## config.mk

```make
export PLATFORM = sky130hd
export DESIGN_NAME = sprite_line_pixel_composer_top
export DESIGN_NICKNAME = d
export VERILOG_FILES = /design/src/rtl/slpc_pkg.sv /design/src/rtl/slpc_ctrl.sv /design/src/rtl/slpc_dpath.sv /design/src/rtl/sprite_line_pixel_composer_top.sv
export SDC_FILE = /design/constraint.sdc
export NUM_CORES = 2
export LEC_CHECK = 0
export BUFFER_PORTS_ARGS = -buffer_cell sky130_fd_sc_hd__buf_2
export CAP_MARGIN = 20
export CORE_MARGIN = 8
export CORE_UTILIZATION = 40
export DETAILED_ROUTE_END_ITERATION = 6
export HOLD_SLACK_MARGIN = 0.08
export PLACE_DENSITY = 0.6
export SLEW_MARGIN = 0
export SYNTH_ARGS = -nofsm -noshare
export SYNTH_HDL_FRONTEND = slang
export SYNTH_SLANG_ARGS = --single-unit
```

## constraint.sdc

```tcl
create_clock -name clk -period 14.4 [get_ports clk]
set_input_delay 0 -clock clk [delete_from_list [all_inputs] [get_ports clk]]
set_output_delay 0 -clock clk [all_outputs]
set_load 0.1 [all_outputs]
```

## src/rtl/slpc_pkg.sv

```systemverilog
// ----------------------------------------------------------------------------
// slpc_pkg - shared types and constants of the sprite line pixel composer
// Holds the opcode codes, tile store sizes, the controller state type and the
// command and status groups that pass between controller and datapath.
// ----------------------------------------------------------------------------
package slpc_pkg;

  localparam int TILES_PER_LINE = 34;
  localparam int CNT_W  = $clog2(TILES_PER_LINE + 1);
  localparam int IDX_W  = (TILES_PER_LINE > 1) ? $clog2(TILES_PER_LINE) : 1;
  localparam int ADDR_W = $clog2(2 * TILES_PER_LINE);
  localparam int DEPTH  = 2 * TILES_PER_LINE;

  typedef enum logic [1:0] {
    OP_NEW_LINE = 2'd0,
    OP_APPEND   = 2'd1,
    OP_PIXEL    = 2'd2,
    OP_FRAME    = 2'd3
  } opcode_t;

  localparam logic [2:0] REG_MAIN_EN = 3'd0;
  localparam logic [2:0] REG_SUB_EN  = 3'd1;
  localparam logic [2:0] REG_PRIO0   = 3'd2;
  localparam logic [2:0] REG_PRIO1   = 3'd3;
  localparam logic [2:0] REG_PRIO2   = 3'd4;
  localparam logic [2:0] REG_PRIO3   = 3'd5;

  typedef struct packed {
    logic [8:0]  xpos;
    logic [2:0]  pal;
    logic [1:0]  cls;
    logic        mirror;
    logic [31:0] planes;
  } tile_entry_t;

  typedef struct packed {
    logic            main_en;
    logic            sub_en;
    logic [3:0][3:0] prio;
  } cfg_t;

  typedef enum logic [1:0] {
    ST_IDLE,
    ST_SCAN,
    ST_DRAIN,
    ST_FINISH
  } state_t;

  typedef struct packed {
    logic capture;
    logic issue;
    logic finish;
  } ctrl_cmd_t;

  typedef struct packed {
    logic req_pixel;
    logic scan_empty;
    logic issue_last;
    logic out_free;
  } dp_status_t;

endpackage

```

## src/rtl/slpc_ctrl.sv

```systemverilog
// ----------------------------------------------------------------------------
// slpc_ctrl - controller of the sprite line pixel composer
// Sequences one request at a time: capture, scan and drain (pixel), finish.
// ----------------------------------------------------------------------------
module slpc_ctrl (
  input  logic                clk,
  input  logic                rst,
  input  logic                in_valid,
  output logic                in_stall,
  input  slpc_pkg::dp_status_t status,
  output slpc_pkg::ctrl_cmd_t  cmd
);
  import slpc_pkg::*;

  state_t state, state_next;

  always_ff @(posedge clk) begin
    if (rst) begin
      state <= ST_IDLE;
    end else begin
      state <= state_next;
    end
  end

  always_comb begin
    state_next = state;
    case (state)
      ST_IDLE: begin
        if (in_valid) begin
          if (status.req_pixel && !status.scan_empty) begin
            state_next = ST_SCAN;
          end else begin
            state_next = ST_FINISH;
          end
        end
      end
      ST_SCAN: begin
        if (status.issue_last) begin
          state_next = ST_DRAIN;
        end
      end
      ST_DRAIN: begin
        state_next = ST_FINISH;
      end
      ST_FINISH: begin
        if (status.out_free) begin
          state_next = ST_IDLE;
        end
      end
      default: begin
        state_next = ST_IDLE;
      end
    endcase
  end

  always_comb begin
    in_stall    = 1'b1;
    cmd         = '0;
    case (state)
      ST_IDLE: begin
        in_stall    = 1'b0;
        cmd.capture = in_valid;
      end
      ST_SCAN: begin
        cmd.issue = 1'b1;
      end
      ST_DRAIN: begin
        cmd = '0;
      end
      ST_FINISH: begin
        cmd.finish = status.out_free;
      end
      default: begin
        cmd = '0;
      end
    endcase
  end

endmodule

```

## src/rtl/slpc_dpath.sv

```systemverilog
// ----------------------------------------------------------------------------
// slpc_dpath - datapath of the sprite line pixel composer
// Two-bank tile store memory, fill and scan counts, the per-tile pixel decode
// with its winner register, the line state and the output register.
// ----------------------------------------------------------------------------
module slpc_dpath (
  input  logic                clk,
  input  logic                rst,
  input  slpc_pkg::ctrl_cmd_t  cmd,
  output slpc_pkg::dp_status_t status,
  input  slpc_pkg::cfg_t       cfg,
  input  logic [1:0]          opcode,
  input  logic [8:0]          tile_xpos,
  input  logic [2:0]          tile_pal,
  input  logic [1:0]          tile_prio,
  input  logic                tile_hmirror,
  input  logic [31:0]         tile_planes,
  output logic                out_valid,
  input  logic                out_stall,
  output logic [7:0]          main_palette,
  output logic [3:0]          main_priority,
  output logic [7:0]          sub_palette,
  output logic [3:0]          sub_priority,
  output logic                time_over
);
  import slpc_pkg::*;

  // Tile store memory and its registered read port.
  tile_entry_t mem [DEPTH];
  tile_entry_t rd_data;
  logic        rd_valid;

  // Captured request.
  opcode_t     item_op;
  tile_entry_t item;

  // Line state.
  logic             fill_bank;
  logic [CNT_W-1:0] fill_count;
  logic [CNT_W-1:0] scan_count;
  logic [8:0]       pixel_counter;
  logic             overflow_flag;
  logic [7:0]       main_pal_hold;
  logic [7:0]       sub_pal_hold;

  // Scan index and winner of the current pixel.
  logic [IDX_W-1:0] idx;
  logic             win_found;
  logic [7:0]       win_pal;
  logic [1:0]       win_cls;

  logic [ADDR_W-1:0] rd_addr;
  logic [ADDR_W-1:0] wr_addr;
  logic              wr_en;

  always_comb begin
    rd_addr = fill_bank ? ADDR_W'(idx) : ADDR_W'(TILES_PER_LINE) + ADDR_W'(idx);
    wr_addr = fill_bank ? ADDR_W'(TILES_PER_LINE) + ADDR_W'(fill_count)
                        : ADDR_W'(fill_count);
    wr_en   = cmd.finish && (item_op == OP_APPEND) &&
              (fill_count < CNT_W'(TILES_PER_LINE));
  end

  always_ff @(posedge clk) begin
    if (wr_en) begin
      mem[wr_addr] <= item;
    end
    if (cmd.issue) begin
      rd_data <= mem[rd_addr];
    end
  end

  // Pixel decode of the tile just read.
  logic signed [10:0] dot_delta;
  logic [2:0]         col;
  logic [2:0]         sh;
  logic [3:0]         colour;
  logic               hit;

  always_comb begin
    dot_delta = $signed({2'b00, pixel_counter}) -
                $signed({{2{rd_data.xpos[8]}}, rd_data.xpos});
    col    = dot_delta[2:0];
    sh     = rd_data.mirror ? col : 3'd7 - col;
    colour = {rd_data.planes[{2'd3, sh}], rd_data.planes[{2'd2, sh}],
              rd_data.planes[{2'd1, sh}], rd_data.planes[{2'd0, sh}]};
    hit    = (dot_delta[10:3] == 8'd0) && (colour != 4'd0);
  end

  always_ff @(posedge clk) begin
    if (rst) begin
      rd_valid <= 1'b0;
    end else begin
      rd_valid <= cmd.issue;
    end
  end

  always_ff @(posedge clk) begin
    if (cmd.capture) begin
      item_op     <= opcode_t'(opcode);
      item.xpos   <= tile_xpos;
      item.pal    <= tile_pal;
      item.cls    <= tile_prio;
      item.mirror <= tile_hmirror;
      item.planes <= tile_planes;
      idx         <= '0;
      win_found   <= 1'b0;
    end else begin
      if (cmd.issue) begin
        idx <= idx + IDX_W'(1);
      end
      if (rd_valid && hit) begin
        win_found <= 1'b1;
        win_pal   <= {1'b1, rd_data.pal, colour};
        win_cls   <= rd_data.cls;
      end
    end
  end

  // Effects of the request at finish, and the result it produces.
  logic [7:0] main_pal_next;
  logic [7:0] sub_pal_next;
  logic [3:0] main_pr;
  logic [3:0] sub_pr;
  logic       overflow_next;

  always_comb begin
    main_pal_next = main_pal_hold;
    sub_pal_next  = sub_pal_hold;
    main_pr       = 4'd0;
    sub_pr        = 4'd0;
    overflow_next = overflow_flag;
    case (item_op)
      OP_APPEND: begin
        if (fill_count >= CNT_W'(TILES_PER_LINE)) begin
          overflow_next = 1'b1;
        end
      end
      OP_PIXEL: begin
        if (win_found && cfg.main_en) begin
          main_pal_next = win_pal;
          main_pr       = cfg.prio[win_cls];
        end
        if (win_found && cfg.sub_en) begin
          sub_pal_next = win_pal;
          sub_pr       = cfg.prio[win_cls];
        end
      end
      OP_FRAME: begin
        overflow_next = 1'b0;
      end
      default: begin
        overflow_next = overflow_flag;
      end
    endcase
  end

  always_ff @(posedge clk) begin
    if (rst) begin
      fill_bank     <= 1'b0;
      fill_count    <= '0;
      scan_count    <= '0;
      pixel_counter <= '0;
      overflow_flag <= 1'b0;
      main_pal_hold <= '0;
      sub_pal_hold  <= '0;
    end else if (cmd.finish) begin
      overflow_flag <= overflow_next;
      main_pal_hold <= main_pal_next;
      sub_pal_hold  <= sub_pal_next;
      case (item_op)
        OP_NEW_LINE: begin
          fill_bank     <= ~fill_bank;
          scan_count    <= fill_count;
          fill_count    <= '0;
          pixel_counter <= '0;
        end
        OP_APPEND: begin
          if (wr_en) begin
            fill_count <= fill_count + CNT_W'(1);
          end
        end
        OP_PIXEL: begin
          pixel_counter <= pixel_counter + 9'd1;
        end
        default: begin
          fill_count <= fill_count;
        end
      endcase
    end
  end

  // Output register.
  always_ff @(posedge clk) begin
    if (rst) begin
      out_valid <= 1'b0;
    end else if (cmd.finish) begin
      out_valid <= 1'b1;
    end else if (!out_stall) begin
      out_valid <= 1'b0;
    end
  end

  always_ff @(posedge clk) begin
    if (cmd.finish) begin
      main_palette  <= main_pal_next;
      main_priority <= main_pr;
      sub_palette   <= sub_pal_next;
      sub_priority  <= sub_pr;
      time_over     <= overflow_next;
    end
  end

  always_comb begin
    status.req_pixel  = (opcode_t'(opcode) == OP_PIXEL);
    status.scan_empty = (scan_count == '0);
    status.issue_last = ((CNT_W'(idx) + CNT_W'(1)) == scan_count);
    status.out_free   = !out_valid || !out_stall;
  end

endmodule

```

## src/rtl/sprite_line_pixel_composer_top.sv

```systemverilog
// ----------------------------------------------------------------------------
// sprite_line_pixel_composer_top - sprite line store and pixel composer
// Double-buffered sprite tile line store with per-pixel composition onto the
// main and sub screens, configured through an APB-style register port.
// ----------------------------------------------------------------------------
//
//   Channel   Handshake             Payload
//   -------   -------------------   ------------------------------------------
//   request   in_valid / in_stall   opcode, tile_xpos, tile_pal, tile_prio,
//                                   tile_hmirror, tile_planes
//   result    out_valid/out_stall   main_palette, main_priority, sub_palette,
//                                   sub_priority, time_over
//   config    APB psel/penable      paddr, pwdata, prdata, pready (always 1)
//
// A new line, append or frame request passes from idle straight to finish.
// A pixel request passes through scan, drain and finish when the scanned bank
// holds tiles (straight to finish when it is empty); the scan reads the bank
// through the single read port of the tile store, one tile per cycle.
// Reset leaves the tile store contents alone: per-bank fill counts mark which
// entries are valid, so no clearing pass is needed.
// A request is taken while the previous result still waits in the output
// register; a stalled result only delays the finish of the following request.
//
module sprite_line_pixel_composer_top (
  input  logic        clk,
  input  logic        rst,
  // Request channel.
  input  logic        in_valid,
  output logic        in_stall,
  input  logic [1:0]  opcode,
  input  logic [8:0]  tile_xpos,
  input  logic [2:0]  tile_pal,
  input  logic [1:0]  tile_prio,
  input  logic        tile_hmirror,
  input  logic [31:0] tile_planes,
  // Result channel.
  output logic        out_valid,
  input  logic        out_stall,
  output logic [7:0]  main_palette,
  output logic [3:0]  main_priority,
  output logic [7:0]  sub_palette,
  output logic [3:0]  sub_priority,
  output logic        time_over,
  // Configuration port.
  input  logic        psel,
  input  logic        penable,
  input  logic        pwrite,
  input  logic [4:0]  paddr,
  input  logic [31:0] pwdata,
  output logic [31:0] prdata,
  output logic        pready
);
  import slpc_pkg::*;

  cfg_t       cfg;
  ctrl_cmd_t  cmd;
  dp_status_t status;

  // Register writes complete in the access phase; the register index is the
  // word address, and indexes past the last register are ignored.
  logic       cfg_wr;
  logic [2:0] reg_idx;

  assign pready  = 1'b1;
  assign cfg_wr  = psel && penable && pwrite && pready;
  assign reg_idx = paddr[4:2];

  always_ff @(posedge clk) begin
    if (rst) begin
      cfg <= '0;
    end else if (cfg_wr) begin
      case (reg_idx)
        REG_MAIN_EN: cfg.main_en <= pwdata[0];
        REG_SUB_EN:  cfg.sub_en  <= pwdata[0];
        REG_PRIO0:   cfg.prio[0] <= pwdata[3:0];
        REG_PRIO1:   cfg.prio[1] <= pwdata[3:0];
        REG_PRIO2:   cfg.prio[2] <= pwdata[3:0];
        REG_PRIO3:   cfg.prio[3] <= pwdata[3:0];
        default:     cfg         <= cfg;
      endcase
    end
  end

  // Reads return the register value zero-extended to the bus width.
  always_comb begin
    case (reg_idx)
      REG_MAIN_EN: prdata = {31'd0, cfg.main_en};
      REG_SUB_EN:  prdata = {31'd0, cfg.sub_en};
      REG_PRIO0:   prdata = {28'd0, cfg.prio[0]};
      REG_PRIO1:   prdata = {28'd0, cfg.prio[1]};
      REG_PRIO2:   prdata = {28'd0, cfg.prio[2]};
      REG_PRIO3:   prdata = {28'd0, cfg.prio[3]};
      default:     prdata = 32'd0;
    endcase
  end

  // The controller sequences each request; the datapath holds the store,
  // the scan and the result register.
  slpc_ctrl u_ctrl (
    .clk      (clk),
    .rst      (rst),
    .in_valid (in_valid),
    .in_stall (in_stall),
    .status   (status),
    .cmd      (cmd)
  );

  slpc_dpath u_dpath (
    .clk           (clk),
    .rst           (rst),
    .cmd           (cmd),
    .status        (status),
    .cfg           (cfg),
    .opcode        (opcode),
    .tile_xpos     (tile_xpos),
    .tile_pal      (tile_pal),
    .tile_prio     (tile_prio),
    .tile_hmirror  (tile_hmirror),
    .tile_planes   (tile_planes),
    .out_valid     (out_valid),
    .out_stall     (out_stall),
    .main_palette  (main_palette),
    .main_priority (main_priority),
    .sub_palette   (sub_palette),
    .sub_priority  (sub_priority),
    .time_over     (time_over)
  );

  // Requests are handled one at a time, so two can never be taken in a row.
  a_one_at_a_time: assert property (@(posedge clk) disable iff (rst)
    (in_valid && !in_stall) |=> in_stall)
    else $error("request accepted while the previous one is still in work");

  // A sprite pixel only reaches a screen that is enabled.
  a_main_gated: assert property (@(posedge clk) disable iff (rst)
    (out_valid && (main_priority != 4'd0)) |-> cfg.main_en)
    else $error("main screen priority set while main screen is disabled");

  a_sub_gated: assert property (@(posedge clk) disable iff (rst)
    (out_valid && (sub_priority != 4'd0)) |-> cfg.sub_en)
    else $error("sub screen priority set while sub screen is disabled");

endmodule
```

==> metrics.yaml <==
clock_tree:
  root_buffer: "clkbuf_16"
  post_cts_buffers: 0
  cts_buffers: 346
  cts_sinks: 3394
  clk_path_buf_depth: 4
  ctsResizeCount: 0
  cts_tree: "done"
  cts_hold_buf: 130
  htreeDepth: 5
  clk-insertion-delay-late_ns: 0.98
  path_clk_slew_ns: 0.06
logic_synthesis:
  synthFlopType: "edfxtp_1"
  yosysSeqAreaShare: 0.774
  ys_seq_elements: 3394
  synth_cells: 6472
  avgSynthCellArea_um2: 20.2
  netlist_area_um2: 131000
  yosysWarnings: 0
  synthDistinctLibCells: 79
  synth_edf_count: 3326
  async_flop_share: 0
place:
  dpl.hpwl_um: 189000
  io_buffer_count: 93
  place_congestion: 0.812
worst_setup_path:
  r2r_start: "u_dpath.idx[1]"
  worstSetupPathType: "reg2reg"
  cpPeakStageDelay_ns: 0.97
  rrSetupSlack_ns: 8.15
  start_kind: "register"
  arrival_ns: 6.87
  ff2ff_path_depth: 9
  path_common_cell: "buf_4"
  crit_slowest_cell: "dfxtp_1"
  cp_max_fo: 78
  crit_chain: "ha_1, mux2_8, buf_4, buf_4, mux4_2, a22o_1, a221o_1, a2111oi_2, a311oi_1"
  critPathCapture: "u_dpath.rd_data[41]"
  rr_endpoint: "u_dpath.rd_data[41]"
  crit_required_ns: 15.02
  end_kind: "register"
  startpoint: "u_dpath.idx[1]"
power_and_ir_drop:
  ir_worst_vdd_mv: 0.151
  p_leak_uw: 0.0472
  combPwrFrac: 0.235
  power.net_switching_uw: 7860
  swShare: 0.295
  power_density_nw_per_um2: 178
  seqPwrFrac: 0.433
  power.share.clock: 0.332
  power_uw: 26700
  internal_power_uw: 18800
hold_path:
  min_from: "opcode[0]"
  hp-class: "in2reg"
status:
  status: "complete, no violations"
timing:
  tightest_slew_ns: 1.17
  fmax_ghz: 0.160
  clock_skew_ns: 0.0954
  tns_ns: 0
  max_slew_margin: 0.222
  finalCriticalPeriod_ns: 6.25
  rsz0062_at_grt: "no"
  setup_violations: 0
  fin_crit_sh: 0.434
  hold_viol: 0
  report.final.slew_viol_count: 0
route:
  antenna_left: 0
  drt-met1-wl_um: 147000
  vias: 67700
  met2_length_um: 173000
  wl_per_cell_um: 31.7
  drt_wl_total_um: 365000
  drtIter0Drc: 9141
  routed_via_density: 5.88
  drt_first_pass_iters: 6
  drc: 0
  dr_wl_met3_um: 33600
  highest_layer: "met5"
flow_run:
  max_cap_viol_count: 0
final_layout:
  nNetsFinal: 7007
  syn_to_final_growth_pct: 14.5
  post_route_cells_drive_above_1_share: 0.224
  nFillCells: 27200
global_route:
  grt_first_pass_wirelength_um: 510000
  grt_pass1_vias: 67600
  grt_max_degree: 112
  track_usage: 0.205
  gr-total-overflow: 0
  antenna_found_initial: 16
die:
  die_y_um: 588
  core_area_um2: 326000
  num_rows: 210
  num_io_pins: 153
  die-area_um2: 345000
  die_w_um: 588
  floorplan.initialDensity: 0.401
metrics by stage:
| stage | instance area, um2 | hold slack [ns] | utilization | instances | worst slack, ns |
|---|---|---|---|---|---|
| after floorplan | 131000 | 0.0989 | - | 6499 | 8.72 |
| after global placement | 137000 | 0.176 | 0.420 | 10800 | 8.27 |
| after detailed placement | 137000 | 0.178 | 0.421 | 10800 | 8.12 |
| after CTS | 150000 | 0.120 | 0.459 | 11500 | 8.18 |
| after global routing | 150000 | 0.196 | 0.459 | 11500 | 8.04 |
| final | 150000 | 0.180 | 0.459 | 11500 | 8.15 |
layout make-up:
cell class,count,area (um2),area share
sequential,3394,101000,0.676
multi-input combinational,2680,28200,0.188
clock buffer,431,9090,0.0607
tap,4346,5440,0.0363
timing repair buffer,439,3570,0.0238
clock inverter,193,2100,0.0140
inverter,31,116,0.000777
antenna,4,10.0,0.0000668
state kept, by name, indices dropped and copies added, names as in the netlist, 2 cells and up:
signal and flops:
u_dpath.mem 3196, u_dpath.item 47, u_dpath.rd_data 47, cfg 18, u_dpath.pixel_counter 9, u_dpath.main_pal_hold 8, u_dpath.main_palette 8, u_dpath.sub_pal_hold 8
u_dpath.sub_palette 8, u_dpath.win_pal 7, u_dpath.fill_count 6, u_dpath.idx 6, u_dpath.scan_count 6, u_dpath.main_priority 4, u_dpath.sub_priority 4, u_ctrl.state 2
u_dpath.item_op 2, u_dpath.win_cls 2
kinds of logic after synthesis:
| kind of cell | synth area share |
|---|---|
| buffers and inverters | 0.0170 |
| muxes | 0.134 |
| AOI/OAI and AO/OA | 0.0354 |
| xor gates and xnor gates | 0.00220 |
| DFF | 0.774 |
| and+or+nand+nor | 0.0348 |
| other | 0.0000574 |
| adders and majority gates | 0.00216 |
how the worst min path moves through the flow:
stage                             to  slack [ns]  cells past startpoint
floorplan            u_dpath.item[0]         0.1                      0
global placement    u_dpath.item[19]        0.18                      1
detailed placement  u_dpath.item[26]        0.18                      1
CTS                  u_ctrl.state[1]        0.12                      5
global route         u_ctrl.state[1]        0.20                      5
finish               u_ctrl.state[1]        0.18                      5
Yosys cell counts, types with 7 or more instances:
master,count,area share
o22ai_1,57,0.0027
a22oi_1,16,0.00092
buf_1,22,0.00063
nor2b_1,17,0.00081
xnor2_1,15,0.0010
a32oi_1,7,0.00047
a221o_1,38,0.0029
dfxtp_1,68,0.010
a22o_1,68,0.0046
nand4_1,26,0.0012
mux4_2,672,0.12
a211oi_1,31,0.0018
mux2i_1,218,0.017
nand3_1,109,0.0042
and3_1,22,0.0011
buf_6,30,0.0026
nand2_1,488,0.014
clkbuf_1,171,0.0049
mux2_2,20,0.0017
ha_1,21,0.0020
and2_1,7,0.00033
xor2_1,16,0.0011
edfxtp_1,3326,0.76
o211ai_1,31,0.0018
o21ai_0,28,0.0011
nor3_1,19,0.00073
nand2b_1,18,0.00086
buf_4,67,0.0038
o221ai_1,43,0.0029
o221a_2,13,0.0011
nor2_1,319,0.0092
a21oi_1,60,0.0023
inv_1,31,0.00089
or3_1,11,0.00053
a311oi_1,40,0.0027
buf_2,101,0.0039
a32o_1,11,0.00084
a31oi_1,132,0.0063
routing by layer:
metal / up-vias / track usage
met5: - / 0
met4: 2 / 0.0660
met3: 530 / 0.0371
met2: 3275 / 0.331
met1: 36400 / 0.284
li1: 27500 / -
power groups by stage:
stage / Combinational [uW] / Sequential (uW) / Clock (uW)
4_1_cts: 6290 / 11500 / 8990
6_report: 6260 / 11600 / 8860
3_5_place_dp: 6240 / 11800 / 0
3_3_place_gp: 6170 / 11800 / 0
5_1_grt: 6570 / 11600 / 9370
2_1_floorplan: 3860 / 12000 / 0
placed cells by master, fill, tap and decap left out, drive strengths merged, types with 68 or more instances in the layout:
| cell | Yosys | routed |
|---|---|---|
| edfxtp | 3326 | 3326 |
| mux4 | 672 | 672 |
| nand2 | 488 | 488 |
| clkbuf | 172 | 432 |
| nor2 | 320 | 320 |
| buf | 222 | 308 |
| mux2i | 218 | 218 |
| clkinv | 0 | 144 |
| a31oi | 132 | 132 |
| dlygate4sd3 | 0 | 130 |
| nand3 | 109 | 109 |
| a22o | 68 | 68 |
| dfxtp | 68 | 68 |
worst max-delay path: cells and delay by family (launching register included):
kind,cells,cell delay (ns)
compound gates,4,1.80
buf+inv,2,1.40
mux,2,1.10
flops,1,0.97
fa+ha+maj,1,0.48
Note: power is estimated with default switching activity, not from simulation.
